**src/design/linear_probe_hash_table_macros.svh**
```systemverilog
// Assertion macros used by the hash table back end.
`ifndef LINEAR_PROBE_HASH_TABLE_MACROS_SVH
`define LINEAR_PROBE_HASH_TABLE_MACROS_SVH

// Same-cycle implication, clocked on clk_i, off during reset
`define LPHT_ASSERT_NOW(lbl, ant, cons, msg) \
  lbl: assert property (@(posedge clk_i) disable iff (!rst_ni) (ant) |-> (cons)) \
    else $error(msg);

// Next-cycle implication, clocked on clk_i, off during reset
`define LPHT_ASSERT_NEXT(lbl, ant, cons, msg) \
  lbl: assert property (@(posedge clk_i) disable iff (!rst_ni) (ant) |=> (cons)) \
    else $error(msg);

`endif

```
**src/design/lpht_pkg.sv**
```systemverilog
// Shared types and constants of the linear probe hash table.
`timescale 1ns / 1ps
`default_nettype none

package lpht_pkg;

  localparam int KEY_W      = 32;
  localparam int DATA_W     = 32;
  localparam int CNT_W      = 32;
  localparam int TBITS_W    = 4;
  localparam int CFG_IDX_W  = 1;
  localparam int CFG_DATA_W = 4;

  localparam logic [KEY_W-1:0]     FIB_MULT       = 32'h9E37_79B9;
  localparam logic [TBITS_W-1:0]   TBITS_RESET    = 4'd10;
  localparam logic [CFG_IDX_W-1:0] CFG_USE_FIB    = 1'd0;
  localparam logic [CFG_IDX_W-1:0] CFG_TABLE_BITS = 1'd1;

  typedef enum logic [1:0] {
    OP_SEARCH = 2'd0,
    OP_INSERT = 2'd1,
    OP_REMOVE = 2'd2,
    OP_CLEAR  = 2'd3
  } op_e;

  typedef enum logic [2:0] {
    ST_FOUND     = 3'd0,
    ST_INSERTED  = 3'd1,
    ST_REMOVED   = 3'd2,
    ST_NOT_FOUND = 3'd3,
    ST_FULL      = 3'd4,
    ST_CLEARED   = 3'd5
  } status_e;

  typedef enum logic [1:0] {
    BK_INIT,
    BK_IDLE,
    BK_PROBE,
    BK_CLEAR
  } back_state_e;

  // Live configuration as seen by front and back
  typedef struct packed {
    logic               use_fib;
    logic [TBITS_W-1:0] live_bits;
  } cfg_t;

endpackage

`default_nettype wire

```
**src/design/lpht_front.sv**
```systemverilog
// Front end: takes input words, hashes the key and queues the job.
`timescale 1ns / 1ps
`default_nettype none

module lpht_front #(
  parameter int SLOT_BITS = 10,
  parameter int STORE_W   = 32,
  parameter int ENTRY_W   = 2 + 32 + STORE_W + SLOT_BITS
) (
  input  wire logic                             clk_i,
  input  wire logic                             rst_ni,
  input  wire lpht_pkg::cfg_t                   cfg_i,
  input  wire logic                             init_busy_i,
  input  wire logic                             in_valid_i,
  output      logic                             in_ready_o,
  input  wire logic [1:0]                       operation_i,
  input  wire logic [lpht_pkg::KEY_W-1:0]       lookup_key_i,
  input  wire logic [lpht_pkg::DATA_W-1:0]      write_data_i,
  output      logic                             push_valid_o,
  input  wire logic                             push_ready_i,
  output      logic [ENTRY_W-1:0]               push_data_o
);

  logic                          stg_valid_q, stg_valid_d;
  logic [1:0]                    stg_op_q;
  logic [lpht_pkg::KEY_W-1:0]    stg_key_q;
  logic [STORE_W-1:0]            stg_data_q;
  logic [lpht_pkg::KEY_W-1:0]    stg_prod_q;
  logic                          accept;
  logic [5:0]                    fib_shift;
  logic [lpht_pkg::KEY_W-1:0]    fib_home, mask_home, low_mask;
  logic [SLOT_BITS-1:0]          home;

  assign in_ready_o   = !init_busy_i && (!stg_valid_q || push_ready_i);
  assign accept       = in_valid_i && in_ready_o;
  assign push_valid_o = stg_valid_q;

  // home slot from the registered product or the key's low bits
  assign fib_shift = 6'd32 - {2'b00, cfg_i.live_bits};
  assign fib_home  = stg_prod_q >> fib_shift;
  assign low_mask  = (32'd1 << cfg_i.live_bits) - 32'd1;
  assign mask_home = stg_key_q & low_mask;
  assign home      = cfg_i.use_fib ? fib_home[SLOT_BITS-1:0] : mask_home[SLOT_BITS-1:0];

  assign push_data_o = {stg_op_q, stg_key_q, stg_data_q, home};

  always_comb begin
    stg_valid_d = stg_valid_q;
    if (accept) begin
      stg_valid_d = 1'b1;
    end else if (push_ready_i) begin
      stg_valid_d = 1'b0;
    end
  end

  always_ff @(posedge clk_i or negedge rst_ni) begin
    if (!rst_ni) begin
      stg_valid_q <= 1'b0;
    end else begin
      stg_valid_q <= stg_valid_d;
    end
  end

  // stage payload; the multiply result is registered here
  always_ff @(posedge clk_i) begin
    if (accept) begin
      stg_op_q   <= operation_i;
      stg_key_q  <= lookup_key_i;
      stg_data_q <= write_data_i[STORE_W-1:0];
      stg_prod_q <= lookup_key_i * lpht_pkg::FIB_MULT;
    end
  end

endmodule

`default_nettype wire

```
**config.mk**
```make
export PLATFORM = sky130hd
export DESIGN_NAME = lpht_front
export DESIGN_NICKNAME = d
export VERILOG_FILES = /design/src/design/linear_probe_hash_table_macros.svh /design/src/design/lpht_pkg.sv /design/src/design/lpht_front.sv
export SDC_FILE = /design/constraint.sdc
export NUM_CORES = 1
export LEC_CHECK = 0
export BUFFER_PORTS_ARGS = -buffer_cell sky130_fd_sc_hd__buf_2
export CAP_MARGIN = 20
export CORE_ASPECT_RATIO = 1.1
export CORE_MARGIN = 2
export CORE_UTILIZATION = 45
export DETAILED_ROUTE_END_ITERATION = 10
export PLACE_DENSITY = 0.66
export SLEW_MARGIN = 25
export SYNTH_ARGS = -nofsm -noshare
export SYNTH_HDL_FRONTEND = slang
export SYNTH_SLANG_ARGS = --single-unit
```
**constraint.sdc**
```tcl
create_clock -name clk_i -period 4.04 [get_ports clk_i]
set_clock_uncertainty 0.1 [all_clocks]
set_input_delay 1.01 -clock clk_i [delete_from_list [all_inputs] [get_ports clk_i]]
set_output_delay 1.01 -clock clk_i [all_outputs]
set_load 0.005 [all_outputs]
```
### Yosys cells after proc, flatten, opt, wreduce, memory -nomap -nowiden

Index checks and enable logic that the tools add are counted.
W data, S select, Z words.

* word-level logic and storage cells: 20
* input bits: 76
* bits in registers: 99

* reduce and logical (&&, ||, !) cells: 6
* multipliers: 1
* bitwise gates (word level): 1
* add/sub/neg operators: 2
* shift-type cells: 2
* mux-type cells: 3

Operator list (count)
* $mul A32 B32 Y32 const B: 1
* $shr A32 B6 Y10: 1
* $and A10 B10 Y10: 1
* $mux W10: 1
* $shl A1 B4 Y10 const A: 1
* $sub A10 B1 Y10 const B: 1
* $sub A6 B4 Y6 const A: 1
* $logic_and A1 B1 Y1: 2
* $logic_not A1 Y1: 2
* $mux W1: 2
* $reduce_bool A2 Y1: 1
* $logic_or A1 B1 Y1: 1

### Longest topological paths before layout

Gate-level depths: netlist of the first run.

* word-level depth: 5
* mapped depth: 23
* mapped depth without buffers: 23

### Least setup slack after synthesis of the first run

OpenSTA, ideal clock, no wires.

* path kind: input -> register
* start point: in lookup_key_i[6] (netlist name)
* end point: reg stg_prod_q[31] (netlist name) (data pin)
* setup slack: -3.014 ns
* arrival: 6.694 ns
* path buffers: 0
* stages on the path: 21
* cell sequence: inv_1 > fa_1 > fa_1 > fa_1 > fa_1 > inv_1 > fa_1 > inv_1 > fa_1 > fa_1 > fa_1 > inv_1 > ha_1 > a21oi_1 > o21ai_1 > a311o_1 > nand4_1 > nand3_1 > o41a_1 > o22ai_2 > xnor2_1

* cells in the longest elaborated chain, start to end: 1

Ends and longest elaborated chain
* from (decl): line lpht_front.sv:17 `input wire logic [lpht_pkg::KEY_W-1:0] lookup_key_i,`
* $mul A32 B32 Y32: line lpht_front.sv:70 `stg_prod_q <= lookup_key_i * lpht_pkg::FIB_MULT;`
* to (signal assigned): line lpht_front.sv:70
* to (decl): line lpht_front.sv:28 `logic [lpht_pkg::KEY_W-1:0] stg_prod_q;`

Every way passes these cells.
A chain may end at the register's enable or synchronous reset.

### Final worst setup path of the first run

* start point: in lookup_key_i[8] (netlist name)
* end point: reg stg_prod_q[31] (netlist name) (data pin)

The elaborated chain is that of the path after synthesis.

==> results_dict.tcl, run 1 <==
set metrics [dict create \
    crit_type "in -> reg" \
    core.rowCount 68 \
    yosysSeqAreaShare 0.2032 \
    synth_xor_xnor_area_share 0.03896 \
    dr.pass1.iters 4 \
    period_share 1.665 \
    worst_slew_pin_slew_ns 0.4266 \
    via_per_inst 5.008 \
    rr_startpoint "push_valid_o" \
    final_nets 2170 \
    antenna_found_initial 0 \
    areaGrowthSynthToFinish_pct 35.99 \
    synth_simple_gate_area_frac 0.03993 \
    clk_latency_ns 0.37 \
    synth_most_common_cell "inv_1" \
    layout-drive-gt1-share 0.3919 \
    synth_cell_types 61 \
    wl_um 38430 \
    syn_area_per_cell_um2 11.17 \
    holdCritPathClass "in -> async" \
    critPathBufInv 6 \
    ys_ff_latch 96 \
    crit_path_start_kind "input port" \
    yosys_warnings 0 \
    netlist_instances 1268 \
    endpoint_kind "flop" \
    clock_sinks 96 \
    rsz0062_at_grt "true" \
    ios 154 \
    drv_cap 0 \
    root_buffer "clkbuf_16" \
    first_global_vias 11730 \
    drc 0 \
    grt_util_met2 0.4477 \
    finalSetupViolations 33 \
    post_dp_cell_area_um2 17510 \
    netlist.area_leader.share 0.3237 \
    diodes 0 \
    synth_top_family_by_area "adder cells" \
    met3_usage 0.03098 \
    top_usage_layer "met2" \
    cp_cell_sequence "buf_6, clkinvlp_4, buf_12, fa_1, fa_2, inv_2, fa_1, inv_1, fa_1, inv_1, fa_1, fa_2, fa_2, fa_2, ha_4, and3_4, a311o_1, nand4_1, nand3_2, o41a_1, o22ai_2, xnor2_1" \
    cts_made_buffers 9 \
    die_area_um2 32910 \
    grt_pass1_wl_um 60690 \
    crit_fanout 3 \
    synthTopCellsByCount "inv_1 (347), fa_1 (229), ha_1 (209)" \
    htree_levels 3 \
    crit_required_ns 4.06 \
    start_util 0.4536 \
    period_needed_ns 6.727 \
    synth-edff-count 95 \
    setup-tns-final_ns -48.87 \
    r2r-end "stg_prod_q[31]" \
    ant_nets 0 \
    netlist_top_cells_area "fa_1 (32%), edfxtp_1 (20%), ha_1 (18%)" \
    die_x_um 173.2 \
    gp_congestion 0.9497 \
    violations "negative setup slack" \
    drtIter0Drc 475 \
    synth_mux_area_frac 0.04072 \
    critPathMaxStageDelay_ns 0.59 \
    rr_worst_depth 3 \
    fin_area_um2 19260 \
    synth_async_sr_flop_share 0.01042 \
    report.final.slew_viol_count 0 \
    cts.clk_slew.worst_paths_ns 0.07 \
    placement.io_buffers 153 \
    die_h_um 190.1 \
    grtUsageMet1 0.2765 \
    synth_ff_type "edfxtp_1" \
    syn_area_um2 14160 \
    core_region_area_um2 31220 \
    vias 10420 \
    hpwl_um 32380 \
    cts.path.max_buffers 2 \
    synth_compound_area_frac 0.06625 \
    status "finished, violations left" \
    cp.arrival_ns 6.75 \
    wire_per_inst_um 18.47 \
    syn-num-nets 1782 \
    relSlewSlack 0.7156 \
    fin_ws_ns -2.687 \
    synthAdderAreaFrac 0.5083 \
    grt_usage 0.2434 \
    grt_start_max_net_pins 66 \
    clock.fmax_mhz 148.6 \
    r2r_slack_ns 2.16 \
    grt.overflow.total 0 \
    cpLargestDelayFamily "adder cells" \
    cts_tree "yes" \
    hold_viol_final 0 \
    critPathSlowestCell "fa_2" \
    synth.largest_area_cell "fa_1" \
]
[placed cells by master, fill, tap and decap left out, types with 7 or more instances in the layout]
cell type,n
a21oi_1,12
clkbuf_16,9
mux4_2,12
xor2_1,10
inv_2,22
o21ai_2,10
a21oi_2,21
edfxtp_1,95
inv_1,316
ha_1,157
xnor2_1,50
nor2_1,20
o21ai_1,8
mux2i_1,18
buf_6,22
ha_4,52
nor2b_1,8
a21o_1,8
o21ai_0,9
fa_2,23
buf_8,7
nand2_1,32
buf_2,143
fa_1,206
buf_12,11
buf_4,218
[stage by stage]
| step | hold slack, ns | std cells | util | setup WS [ns] |
|---|---|---|---|---|
| after floorplan | 0.3962 | 1268 | - | -2.763 |
| after global placement | 0.3811 | 2036 | 0.5608 | -3.133 |
| after detailed placement | 0.3923 | 2036 | 0.5608 | -3.246 |
| after CTS | 0.2866 | 2074 | 0.6038 | -2.677 |
| after global routing | 0.2908 | 2081 | 0.6168 | -2.933 |
| final | 0.2981 | 2081 | 0.6168 | -2.687 |
[flip-flops by register name, summed over array words and instances, names as in the netlist]
register and cells:
stg_prod_q 29, stg_data_q 32, push_valid_o 1, stg_key_q 32
stg_op_q 2
[timing repair]
action / 4_1_cts / 5_1_grt
setup buffers: 23 / 10
endpoints found under the setup margin: 35 / 35
hold buffers: 0 / 0
gates cloned: 2 / 0
pin swaps: 67 / 43
resized for setup: 174 / 71
[routing by layer]
metal	wire length (um)	part of all wire
met1	14930	0.39
met2	20030	0.52
met3	1387	0.036
met4	2077	0.054
met5	0	0
[area by class of cell]
type	count	area, um^2
fill	2493	11960
multi-input combinational	798	11230
timing repair buffer	403	2980
sequential	96	2878
inverter	348	1341
tap	420	525.5
clock buffer	11	242.7
clock inverter	5	63.81
[worst reg2reg max path: cells and delay by family, from the launching register on]
| family | cells | cell delay, ns |
|---|---|---|
| AND/OR/NAND/NOR | 1 | 0.44 |
| flip-flops | 1 | 0.39 |
| buffers and inverters | 1 | 0.34 |
| AO/OA/AOI/OAI | 1 | 0.17 |
[worst max-delay path by stage]
stage / from / end / cells after the start
final: lookup_key_i[8] / stg_prod_q[31] / 22
after global routing: lookup_key_i[11] / stg_prod_q[31] / 22
after floorplan: lookup_key_i[6] / stg_prod_q[31] / 21
after detailed placement: lookup_key_i[17] / stg_prod_q[30] / 20
after global placement: lookup_key_i[17] / stg_prod_q[30] / 20
after CTS: lookup_key_i[8] / stg_prod_q[31] / 23
[logic make-up (layout without fill, tap and decap cells)]
family	after synthesis	after routing
multiplexers	42	42
adder cells (fa/ha/maj)	438	438
buffers and inverters	374	767
flip-flops	96	96
XOR/XNOR	63	63
AO/OA/AOI/OAI	139	139
AND/OR/NAND/NOR	116	116
Power of run 1 is not shown: default switching activity piles up to over one toggle a cycle in this logic, so the estimate is an artifact.
==> run 2: changes to the inputs <==
SKIP_CTS_REPAIR_TIMING = 1   (was unset)
==> run 2 against run 1 <==
- sequential share of layout area hardly changed
- utilization rose by 0.052 points
- maximum frequency shrank 2.0%
- hold slack barely moved
- final area about the same
- non-clock buffer count up 11
- highest routed layer unchanged
- first-iteration DRC count decreased by 5.7%
- clock-buffer cell count did not move
- the flow still finishes with violations (negative setup slack)
- flip-flop and latch count unchanged
- global-route usage decreased by 0.92 points
- worst setup slack got worse by 0.14 ns
- critical path type unchanged
- critical endpoint unchanged
==> results_dict.tcl, run 2 (same netlist as run 1, synthesis figures left out) <==
set metrics [dict create \
    diodes 0 \
    grt_pass1_wl_um 58510 \
    die_x_um 173.2 \
    die_h_um 190.1 \
    crit_fanout 3 \
    root_buffer "clkbuf_16" \
    post_dp_cell_area_um2 17510 \
    antenna_found_initial 0 \
    cts_tree "yes" \
    fin_ws_ns -2.825 \
    finalSetupViolations 31 \
    crit_type "in -> reg" \
    grt_usage 0.2341 \
    start_util 0.4536 \
    cts_made_buffers 9 \
    wire_per_inst_um 18.61 \
    period_needed_ns 6.865 \
    drtIter0Drc 448 \
    relSlewSlack 0.7153 \
    nFillCells 2494 \
    clock.fmax_mhz 145.7 \
    grt_start_max_net_pins 66 \
    crit_path_start_kind "input port" \
    vias 10520 \
    final_cell_mix "inv_1 (315), buf_4 (229), fa_1 (204)" \
    hpwl_um 32380 \
    placement.io_buffers 153 \
    cts.clk_slew.worst_paths_ns 0.07 \
    period_share 1.699 \
    die_area_um2 32910 \
    clk_latency_ns 0.37 \
    final_nets 2181 \
    hold_viol_final 0 \
    cts.path.max_buffers 2 \
    worst_slew_pin_slew_ns 0.4270 \
    wl_um 38920 \
    drc 0 \
    dr.pass1.iters 5 \
    endpoint_kind "flop" \
    core.rowCount 68 \
    gp_congestion 0.9497 \
    ant_nets 0 \
    via_per_inst 5.030 \
    htree_levels 3 \
    holdCritPathClass "in -> async" \
    clock_sinks 96 \
    drv_cap 0 \
    status "finished, violations left" \
    core_region_area_um2 31220 \
    rr_startpoint "push_valid_o" \
    fin_area_um2 19280 \
    grt.overflow.total 0 \
    report.final.slew_viol_count 0 \
    crit_required_ns 4.06 \
    violations "negative setup slack" \
    final_common_cell "inv_1" \
    first_global_vias 11310 \
    critPathLaunch "lookup_key_i[8]" \
    ios 154 \
    layout-drive-gt1-share 0.3953 \
    rsz0062_at_grt "true" \
    areaGrowthSynthToFinish_pct 36.10 \
    reg_top3 "stg_data_q x32, stg_key_q x32, stg_prod_q x29" \
    cp.arrival_ns 6.88 \
]
[run 2: changes by cell type in the layout (fill, tap and decap cells not counted), moves of 4 or more]
cell       previous run  this run
buf_4               218       229
clkbuf_16             9        13
nand2_1              32        36
ha_1                157       162
mux2i_1              18        14
ha_4                 52        47
[run 2: worst max-delay path: stages]
cell	delay [ns]
buf_8	0.08
clkinvlp_4	0.15
buf_12	0.17
fa_2	0.56
fa_2	0.19
inv_2	0.04
fa_1	0.51
inv_1	0.05
fa_1	0.48
inv_1	0.05
fa_1	0.45
fa_1	0.52
fa_2	0.44
fa_1	0.56
ha_4	0.22
and3_4	0.15
a311o_1	0.36
nand4_1	0.11
nand3_2	0.08
o41a_1	0.45
o22ai_2	0.15
xnor2_1	0.07
[run 2: routing by layer]
layer	global-route usage	vias to the layer above	share of wire
li1	-	4876	-
met5	0	-	0
met1	0.2678	5290	0.40
met4	0.1278	0	0.054
met2	0.4260	259	0.52
met3	0.03038	98	0.032
[run 2: cell type report]
| class | instances | area (um^2) | share of cell area |
|---|---|---|---|
| timing repair buffer | 414 | 3097 | 0.1606 |
| clock buffer | 11 | 242.7 | 0.01259 |
| multi-input combinational | 798 | 11130 | 0.5775 |
| sequential | 96 | 2878 | 0.1493 |
| inverter | 348 | 1339 | 0.06945 |
| tap | 420 | 525.5 | 0.02726 |
| clock inverter | 5 | 63.81 | 0.003310 |
[run 2: per-stage QoR]
step	hold WS [ns]	setup slack, ns	utilization	instances	setup TNS (ns)
final	0.2982	-2.825	0.6174	2092	-50.34
after global routing	0.2907	-3.021	0.6174	2092	-54.14
after CTS	0.2866	-2.867	0.5706	2052	-54.14
after detailed placement	0.3923	-3.246	0.5608	2036	-63.78
after global placement	0.3811	-3.133	0.5608	2036	-63.16
after floorplan	0.3962	-2.763	-	1268	-44.50
[run 2: worst paths after layout]
path / endpoint / slack, ns / cells after the start
min reg2reg: push_valid_o / 0.41 / 1
max reg2reg: stg_prod_q[31] / 2.16 / 3
max: stg_prod_q[31] / -2.82 / 22
min in group clk_i: push_valid_o / 0.41 / 1
max in group asynchronous: push_valid_o / 3.46 / 1
min: push_valid_o / 0.30 / 1
Power of run 2 is left out for the same reason.
