[src/design/linear_probe_hash_table_macros.svh]
// Assertion macros used by the hash table back end.
`ifndef LINEAR_PROBE_HASH_TABLE_MACROS_SVH
`define LINEAR_PROBE_HASH_TABLE_MACROS_SVH

// Same-cycle implication, clocked on clk_i, off during reset
`define LPHT_ASSERT_NOW(lbl, ant, cons, msg) \
  lbl: assert property (@(posedge clk_i) disable iff (!rst_ni) (ant) |-> (cons)) \
    else $error(msg);

// Next-cycle implication, clocked on clk_i, off during reset
`define LPHT_ASSERT_NEXT(lbl, ant, cons, msg) \
  lbl: assert property (@(posedge clk_i) disable iff (!rst_ni) (ant) |=> (cons)) \
    else $error(msg);

`endif

[src/design/lpht_fifo.sv]
// Small register queue between the front and back of the hash table.
`timescale 1ns / 1ps
`default_nettype none

module lpht_fifo #(
  parameter int WIDTH = 8,
  parameter int DEPTH = 2
) (
  input  wire logic             clk_i,
  input  wire logic             rst_ni,
  input  wire logic             push_valid_i,
  output      logic             push_ready_o,
  input  wire logic [WIDTH-1:0] push_data_i,
  output      logic             pop_valid_o,
  input  wire logic             pop_i,
  output      logic [WIDTH-1:0] pop_data_o
);

  localparam int PTR_W = (DEPTH > 1) ? $clog2(DEPTH) : 1;
  localparam int CNT_W = $clog2(DEPTH + 1);
  localparam logic [PTR_W-1:0] LastPtr = PTR_W'(DEPTH - 1);
  localparam logic [CNT_W-1:0] FullCnt = CNT_W'(DEPTH);

  logic [WIDTH-1:0] mem_q [DEPTH];
  logic [PTR_W-1:0] wr_ptr_q, wr_ptr_d, rd_ptr_q, rd_ptr_d;
  logic [CNT_W-1:0] cnt_q, cnt_d;
  logic             do_push, do_pop;

  assign push_ready_o = (cnt_q != FullCnt);
  assign pop_valid_o  = (cnt_q != '0);
  assign pop_data_o   = mem_q[rd_ptr_q];
  assign do_push      = push_valid_i && push_ready_o;
  assign do_pop       = pop_i && pop_valid_o;

  // pointer and count update
  always_comb begin
    wr_ptr_d = wr_ptr_q;
    rd_ptr_d = rd_ptr_q;
    cnt_d    = cnt_q;
    if (do_push) begin
      wr_ptr_d = (wr_ptr_q == LastPtr) ? '0 : wr_ptr_q + PTR_W'(1);
    end
    if (do_pop) begin
      rd_ptr_d = (rd_ptr_q == LastPtr) ? '0 : rd_ptr_q + PTR_W'(1);
    end
    if (do_push && !do_pop) begin
      cnt_d = cnt_q + CNT_W'(1);
    end else if (do_pop && !do_push) begin
      cnt_d = cnt_q - CNT_W'(1);
    end
  end

  always_ff @(posedge clk_i or negedge rst_ni) begin
    if (!rst_ni) begin
      wr_ptr_q <= '0;
      rd_ptr_q <= '0;
      cnt_q    <= '0;
    end else begin
      wr_ptr_q <= wr_ptr_d;
      rd_ptr_q <= rd_ptr_d;
      cnt_q    <= cnt_d;
    end
  end

  // entry storage
  always_ff @(posedge clk_i) begin
    if (do_push) begin
      mem_q[wr_ptr_q] <= push_data_i;
    end
  end

endmodule

`default_nettype wire

[config.mk]
export PLATFORM = sky130hd
export DESIGN_NAME = lpht_fifo
export DESIGN_NICKNAME = d
export VERILOG_FILES = /design/src/design/linear_probe_hash_table_macros.svh /design/src/design/lpht_fifo.sv
export SDC_FILE = /design/constraint.sdc
export NUM_CORES = 1
export LEC_CHECK = 0
export ABC_AREA = 0
export ABC_CLOCK_PERIOD_IN_PS = 1800
export BUFFER_PORTS_ARGS = -buffer_cell sky130_fd_sc_hd__buf_2
export CORE_MARGIN = 2
export CORE_UTILIZATION = 25
export DETAILED_ROUTE_END_ITERATION = 10
export PLACE_DENSITY = 0.52
export SYNTH_ARGS = -nofsm -noshare
export SYNTH_HDL_FRONTEND = slang
export SYNTH_SLANG_ARGS = --single-unit
[constraint.sdc]
create_clock -name clk_i -period 1.8 [get_ports clk_i]
set_input_delay 0 -clock clk_i [delete_from_list [all_inputs] [get_ports clk_i]]
set_output_delay 0 -clock clk_i [all_outputs]
set_load 0.1 [all_outputs]
==> Yosys cells after proc, flatten, opt, wreduce, memory -nomap -nowiden <==
Memory sizes are Yosys's and may differ from the RTL's.
Cells that the tools add are included.
Widths: inputs -> output; s select.
{ "classes": {"muxes": 6, "reduce_logical": 8, "addsub": 4, "n_eq_ne": 1} }
{ "op_table": {"columns": ["cell", "n"], "rows": [
  ["$logic_and 1x1->1", 4],
  ["$mux 1", 4],
  ["$mux 2", 2],
  ["$reduce_bool 2->1", 2],
  ["$add 1x1->1 const B", 2],
  ["$add 2x1->2 const B", 1],
  ["$logic_not 1->1", 2],
  ["$ne 2x2->1 const B", 1],
  ["$sub 2x1->2 const B", 1]
]} }
{ "totals": {"wordCells": 23, "ramBits": 16, "ff_bits": 4, "out_inout_bits": 10, "input_bits": 12, "memories": 1} }
{ "memory_table": {"columns": ["memory", "depth", "width", "read_ports", "rd_clocked_by_memory_dff", "wr", "line_no", "source"], "rows": [
  ["mem_q", 2, 8, 1, 0, 1, "lpht_fifo.sv:24", "logic [WIDTH-1:0] mem_q [DEPTH];"]
]} }

==> Depth between registers and ports, before layout <==
Gate-level depths: netlist of the first run.
{ "depth": {"depth_word": 6, "depth_mapped": 7} }

==> Worst setup path before layout of the first run <==
Ideal clock, no wire load.
{ "synth_timing": {"path_kind": "reg-to-reg", "startpoint": "reg cnt_q[0]", "endpoint": "mem mem_q[0][0], enable pin", "stages_incl_launch_ff": 4, "setup_time_ns": 0.370, "required_ns": 1.430, "path_slack_ns": 0.163, "n_path_buf": 0, "arrival_time_ns": 1.267, "path_cell_list": "dfrtp_1 nand2b_4 nand2_1 nor2_1"} }
{ "synth_via": {"elab_chain_len": 4} }
{ "synth_rtl": {"columns": ["item", "line_no", "source"], "rows": [
  ["start, declared", "lpht_fifo.sv:26", "logic [CNT_W-1:0] cnt_q, cnt_d;"],
  ["start signal, assigned", "lpht_fifo.sv:61", "cnt_q <= cnt_d;"],
  ["$ne 2x2->1", "lpht_fifo.sv:29", "assign push_ready_o = (cnt_q != FullCnt);"],
  ["via push_ready_o", "lpht_fifo.sv:12", "output logic push_ready_o,"],
  ["$logic_and 1x1->1", "lpht_fifo.sv:32", "assign do_push = push_valid_i && push_ready_o;"],
  ["$mux 1", "lpht_fifo.sv:67", "if (do_push) begin"],
  ["$mux 1 (implied by the code)", "lpht_fifo.sv:68", "mem_q[wr_ptr_q] <= push_data_i;"],
  ["end, declared", "lpht_fifo.sv:24", null]
]} }
The timed path passes the listed nets, and every way through them passes these cells.

==> Worst setup path in the final report of the first run <==
{ "layout_timing": {"startpoint": "reg rd_ptr_q", "endpoint": "out pop_data_o[4]"} }
{ "layout_via": {"elab_chain_len": 1} }
{ "layout_rtl": {"columns": ["item", "line_no", "source"], "rows": [
  ["start, declared", "lpht_fifo.sv:25", "logic [PTR_W-1:0] wr_ptr_q, wr_ptr_d, rd_ptr_q, rd_ptr_d;"],
  ["start signal, assigned", "lpht_fifo.sv:60", "rd_ptr_q <= rd_ptr_d;"],
  ["$mem_v2 2x8", null, null],
  ["end, declared", "lpht_fifo.sv:16", "output logic [WIDTH-1:0] pop_data_o"]
]} }
No other way between the ends.

==> results of run 1 <==
flip-flops by register name, summed over array words and instances (netlist names):
| name | flops |
|---|---|
| rd_ptr_q | 1 |
| cnt_q | 2 |
| mem_q | 16 |
| wr_ptr_q | 1 |
worst paths after layout:
| kind | cells after the start | slack (ns) | endpoint | startpoint |
|---|---|---|---|---|
| hold reg to reg | 1 | 0.50 | wr_ptr_q | wr_ptr_q |
| setup / recovery | 2 | 0.22 | pop_data_o[4] | rd_ptr_q |
| setup reg to reg | 6 | 0.39 | cnt_q[1] | cnt_q[0] |
| hold / removal | 3 | 0.02 | wr_ptr_q | push_valid_i |
| min in group asynchronous | 2 | 0.03 | cnt_q[0] | rst_ni |
| max in group asynchronous | 2 | 1.65 | cnt_q[1] | rst_ni |
final cells by class:
class / instances / area share, %
Sequential cell: 20 / 52.3
Clock buffer: 3 / 2.03
Clock inverter: 1 / 2.71
Tap cell: 44 / 4.96
Timing Repair Buffer: 33 / 19.8
Inverter: 1 / 0.338
Multi-Input combinational cell: 21 / 17.8
layer usage:
layer / share of wire, % / vias up / GRT usage (%) / wire (µm)
met5: 0 / - / 0 / 0
met4: 0 / 0 / 0.952 / 0
met3: 7.7 / 0 / 4.55 / 96
met2: 46 / 19 / 11.6 / 574
met1: 46 / 213 / 10.4 / 583
li1: - / 224 / - / -
stage by stage:
stage / instances / utilization [%] / hold WS (ns) / setup slack (ns)
floorplan: 43 / - / -0.296 / 0.163
global placement: 109 / 31.6 / -0.191 / 0.433
detailed placement: 109 / 31.6 / -0.188 / 0.407
CTS: 123 / 36.7 / 0.0112 / 0.182
global route: 123 / 36.7 / 0.0329 / 0.123
finish: 123 / 36.7 / 0.0156 / 0.225
cells in the mapped netlist (all sizes together):
library cell	n	area (µm²)
and3	1	6.26
buf	1	5.00
dfrtp	4	100
edfxtp	16	480
ha	1	12.5
inv	1	3.75
mux2	8	90.1
nand2	2	15.0
nand2b	1	13.8
nor2	2	7.51
or2	1	8.76
xnor2	3	26.3
xor2	2	17.5
what timing repair did:
item / 4_1_cts / 5_1_grt
endpoints found under the hold margin: 21 / 0
hold buffers: 10 / 0
buffers inserted: 0 / 0
kinds of logic (layout without fill, tap and decap cells):
group	after synthesis	in the layout
flops	20	20
mux	8	8
simple gates	7	7
xor+xnor	5	5
buf+inv	2	38
fa+ha+maj	1	1
worst max-delay path: stages (launching register included):
cell	delay, ns
dfrtp_1	0.60
mux2_2	0.39
buf_2	0.29
==> run summary, run 1 <==
Fill count: 306
Drt drc: 0
Largest net degree at the start of global routing: 13
Post-Syn Nets: 56
Most frequent cells in the layout: 21 x buf_2, 16 x edfxtp_1, 10 x dlygate4sd3_1
Worst skew pair latency: 0.29 ns
CTS Sinks: 20
Worst Hold Class: input port to flop
DIE AREA: 3610 µm²
Die width: 60.1 µm
Initial core utilization: 26.0%
Final hold violation count: 0
FF+latch area: 581 µm²
Synthesized area: 787 µm²
DRT Pass-1 Iters: 2
Via count: 456
Setup CP Type: flop to output port
Multi-input logic area: 198 µm²
Maxcap violations: 0
Synth Area in Adders: 1.59%
H-tree levels: 1
Share of layout cells above drive strength 1: 48.1%
Commonest non-fill, non-tap cell in the layout: buf_2
Synth Area in XOR/XNOR: 5.56%
DPL Wire Length: 923 µm
Post-synthesis mux area share: 11.4%
Post-Synth Simple-Gate Area: 6.52%
Worst-margin pin slew: 0.492 ns
CTS tree: yes
Detailed Route WL: 1.25 mm
Total CTS buffers: 3
Compound-Gate Fraction of Synth Area: 0%
Final nets: 93
CTS root buf: clkbuf_4
Die span in y: 60.1 µm
Rows: 20
Final setup vio count: 0
Worst Path Max Fanout: 9
Gr usage total: 7.91%
Final count of pins violating max slew: 0
Rel. slew slack: 67.4%
Status: completed
Synthesized area per cell: 18.3 µm²
Setup crit end kind: output port
Finished Cell Area: 1110 µm²
Routed WL per cell: 10.2 µm
Sequential share of the synthesized area: 73.8%
Max Root-Sink Buffers: 2
Clk_skew: 0.00817 ns
Core box area: 3030 µm²
Antenna Cells: 0
WP data arrival: 1.58 ns
Reg clk slew, reported paths: 0.10 ns
Syn. warnings: 0
Number of global-route vias before repair: 449
First-pass GRT wire length: 2.00 mm
Total negative slack: 0 ns
Fmax: 635 MHz
Tmin final: 1.58 ns
I/O Buffers: 21
Post-CTS Resized: 0
Post-synth cell types: 14
Largest family of logic cells by synthesized area: multiplexers
Setup crit start kind: flop
Area Overhead vs Synth: 41.0%
Post-Syn Instances: 43
Placed cell areas: 957 µm²
DRT iter0 DRCs: 6
Antenna violations before repair: 0
Grt ovf: 0
Routability cong.: 0.723
Via density: 3.71
Worst EP required: 1.80 ns
Tcrit/Tclk final: 87.5%
Ports: 22
RSZ-0062 raised after global routing: false
Antenna Violating Nets Remaining: 0
Synth Register Bits: 20
Power of run 1 is left out: the tool's default activity adds up to more than one toggle a clock period on the data nets, which glitch-free logic cannot reach.
==> inputs of run 2 (changes only) <==
PLACE_DENSITY = default   (was 0.52)
==> run summary, run 2 (same netlist as run 1, synthesis figures left out) <==
Fmax: 642 MHz
Crit path largest cell delay: 0.59 ns
Setup CP Type: flop to output port
Worst reg2reg path depth: 6
Reg-to-reg slack, setup: 0.39 ns
Tmin final: 1.56 ns
Total negative slack: 0 ns
Total CTS buffers: 3
Met1 Usage GRT: 8.74%
Via density: 3.67
Ports: 22
DRT iter0 DRCs: 8
Largest register FFs: 16
Share of layout cells above drive strength 1: 46.8%
Core box area: 3030 µm²
Gr usage total: 8.39%
Detailed Route WL: 1.31 mm
Hold_sp: push_valid_i
Biggest regs: mem_q: 16 flops, cnt_q: 2 flops
Max Root-Sink Buffers: 2
Final count of pins violating max slew: 0
Clk_skew: 0.00866 ns
Rows: 20
Inst Count DP: 109
Worst skew pair latency: 0.29 ns
Worst Hold Class: input port to flop
Rel. slew slack: 67.5%
Reg-to-reg endpoint: cnt_q[1]
DIE AREA: 3610 µm²
Fill count: 300
GR Layer Usage met3: 2.38%
Initial core utilization: 26.0%
Post-CTS Resized: 0
Worst path slowest cell: dfrtp_1
Most used routing layer: met2
Area Overhead vs Synth: 37.7%
Routed WL per cell: 10.7 µm
Antenna Cells: 0
Drt drc: 0
Routability cong.: 0.640
WHS Endpoint: wr_ptr_q
Antenna Violating Nets Remaining: 0
Finished Layout Cells: 123
WP data arrival: 1.56 ns
Largest net degree at the start of global routing: 12
Final hold violation count: 0
Maxcap violations: 0
CTS root buf: clkbuf_4
DPL Wire Length: 957 µm
RSZ-0062 raised after global routing: false
Cells along the critical path: mux2_2, buf_2
Number of global-route vias before repair: 475
Via count: 451
Top reg by flops: mem_q
Worst-margin pin slew: 0.491 ns
First-pass GRT wire length: 2.11 mm
RR Startpoint: cnt_q[0]
CTS tree: yes
Grt ovf: 0
Crit path buffers/inverters: 1
Setup crit end kind: output port
Worst EP required: 1.80 ns
Min-Delay Path Depth: 3
Die span in y: 60.1 µm
Finished Cell Area: 1080 µm²
Worst Path Max Fanout: 9
Reg clk slew, reported paths: 0.09 ns
Final nets: 93
Commonest non-fill, non-tap cell in the layout: buf_2
Cell family with most CP delay: flip-flops
H-tree levels: 1
Met2 usage: 14.4%
CTS Sinks: 20
Setup crit start kind: flop
Antenna violations before repair: 0
I/O Buffers: 21
Most frequent cells in the layout: 21 x buf_2, 16 x edfxtp_1, 10 x dlygate4sd3_1
Placed cell areas: 957 µm²
DRT Pass-1 Iters: 3
Tcrit/Tclk final: 86.5%
Final setup vio count: 0
Worst hold margin: 0.0286 ns
Die width: 60.1 µm
Status: completed
run 2: area by class of cell:
| class | instances | area (µm²) | share of cell area [%] |
|---|---|---|---|
| repair buffers | 33 | 220 | 20.3 |
| flip-flops and latches | 20 | 581 | 53.6 |
| inverters | 1 | 3.75 | 0.346 |
| clock buffers | 4 | 26.3 | 2.42 |
| well taps | 44 | 55.1 | 5.08 |
| multi-input cells | 21 | 198 | 18.2 |
run 2: worst min-delay path: cells and delay by family:
family                 cells  cell delay (ns)
XOR/XNOR                   1             0.07
AND/OR/NAND/NOR            1             0.11
buffers and inverters      1             0.10
run 2: per-layer routing:
layer | wire (µm) | share of wire [%]
met5 | 0 | 0
met4 | 36 | 2.7
met3 | 90 | 6.9
met2 | 618 | 47
met1 | 566 | 43
run 2: metrics by stage:
stage | setup WS, ns | util [%]
finish | 0.243 | 35.8
global route | 0.148 | 35.8
CTS | 0.204 | 35.8
detailed placement | 0.373 | 31.6
global placement | 0.412 | 31.6
floorplan | 0.163 | -
run 2: what timing repair did:
| action | CTS | global route |
|---|---|---|
| buffers inserted | 0 | 0 |
| hold buffers | 10 | 0 |
| setup endpoints to repair | 0 | 0 |
| endpoints found under the hold margin | 21 | 0 |
run 2: worst max-delay path by stage:
stage	start	to	slack (ns)	cells past startpoint
floorplan	cnt_q[0]	mem_q[0][0]	0.16	3
global placement	cnt_q[0]	cnt_q[1]	0.41	6
detailed placement	cnt_q[0]	cnt_q[1]	0.37	6
CTS	rd_ptr_q	pop_data_o[0]	0.20	2
global route	rd_ptr_q	pop_data_o[0]	0.15	2
finish	rd_ptr_q	pop_data_o[1]	0.24	2
Power of run 2 is left out for the same reason.
==> inputs of run 3 (changes only) <==
CORE_UTILIZATION = 30   (was 25)
==> run summary, run 3 (same netlist as run 1, synthesis figures left out) <==
Tcrit/Tclk final: 87.3%
Reg clk slew, reported paths: 0.11 ns
Final hold violation count: 0
Die span in y: 55.2 µm
Worst Path Max Fanout: 9
H-tree levels: 1
Number of setup buffers added after CTS: 0
Final setup vio count: 0
Via count: 465
Ports: 22
Reg-to-reg slack, setup: 0.38 ns
Final nets: 92
Worst hold margin: 0.0153 ns
Max Root-Sink Buffers: 2
DRT Pass-1 Iters: 2
Core box area: 2480 µm²
Die width: 55.2 µm
Gr usage total: 9.62%
Via density: 4.31
Share of layout cells above drive strength 1: 47.4%
Tmin final: 1.57 ns
Maxcap violations: 0
Reg-to-reg endpoint: cnt_q[1]
Worst-margin pin slew: 0.499 ns
Rows: 18
Setup CP Type: flop to output port
Clk_skew: 0.00500 ns
Grt ovf: 0
Commonest non-fill, non-tap cell in the layout: buf_2
Setup crit end kind: output port
Antenna Violating Nets Remaining: 0
DRT iter0 DRCs: 4
CTS Sinks: 20
Total negative slack: 0 ns
Final count of pins violating max slew: 0
Finished Layout Cells: 108
Top reg by flops: mem_q
Post-CTS Resized: 0
First-pass GRT wire length: 2.24 mm
RR Startpoint: cnt_q[0]
DIE AREA: 3050 µm²
Number of global-route vias before repair: 488
Most frequent cells in the layout: 21 x buf_2, 16 x edfxtp_1, 10 x dlygate4sd3_1
Biggest regs: mem_q: 16 flops, cnt_q: 2 flops
Detailed Route WL: 1.32 mm
Worst EP required: 1.80 ns
CTS tree: yes
Antenna violations before repair: 0
Area Overhead vs Synth: 37.8%
Worst Hold Class: input port to asynchronous set/reset pin
Hold buffer count at cts: 10
Rel. slew slack: 66.9%
DPL Wire Length: 880 µm
I/O Buffers: 21
Initial core utilization: 31.8%
RSZ-0062 raised after global routing: false
Inst Count DP: 94
Worst skew pair latency: 0.30 ns
Setup crit start kind: flop
CTS root buf: clkbuf_4
Routed WL per cell: 12.3 µm
Total CTS buffers: 3
Worst reg2reg path depth: 6
Largest register FFs: 16
Status: completed
Largest net degree at the start of global routing: 13
Drt drc: 0
Antenna Cells: 0
Fmax: 637 MHz
WP data arrival: 1.57 ns
Fill count: 244
Routability cong.: 0.659
==> run 3: per-stage QoR <==
stage                     setup WS (ns)  util, %  instance area (µm²)
final                             0.229     43.8                 1080
after global placement            0.419     37.6                  932
after CTS                         0.198     43.8                 1080
after global routing              0.146     43.8                 1080
after detailed placement          0.367     37.6                  932
after floorplan                   0.163        -                  787
==> run 3: critical path, stage by stage (launching register included) <==
cell,delay [ns]
dfrtp_1,0.60
mux2_2,0.38
buf_2,0.29
==> run 3: worst max path at each step <==
| stage | to | depth (start not counted) | start | slack (ns) |
|---|---|---|---|---|
| after global routing | pop_data_o[0] | 2 | rd_ptr_q | 0.15 |
| final | pop_data_o[0] | 2 | rd_ptr_q | 0.23 |
| after detailed placement | cnt_q[1] | 7 | cnt_q[0] | 0.37 |
| after global placement | cnt_q[1] | 6 | cnt_q[0] | 0.42 |
| after CTS | pop_data_o[0] | 2 | rd_ptr_q | 0.20 |
| after floorplan | mem_q[0][0] | 3 | cnt_q[0] | 0.16 |
==> run 3: layout make-up <==
cell class / instances / area (µm²) / area share (%)
clock buffers: 3 / 22.5 / 2.08
clock inverters: 1 / 30.0 / 2.77
inverters: 1 / 3.75 / 0.346
multi-input cells: 21 / 198 / 18.2
flip-flops and latches: 20 / 581 / 53.5
well taps: 30 / 37.5 / 3.46
repair buffers: 32 / 213 / 19.6
==> run 3: per-layer routing <==
metal | wire length, µm | part of all wire, % | up-vias | track usage [%]
li1 | - | - | 222 | -
met1 | 587 | 44 | 224 | 12.6
met2 | 634 | 48 | 19 | 15.0
met3 | 101 | 7.6 | 0 | 4.68
met4 | 0 | 0 | 0 | 1.05
met5 | 0 | 0 | - | 0
Power of run 3 is left out for the same reason.
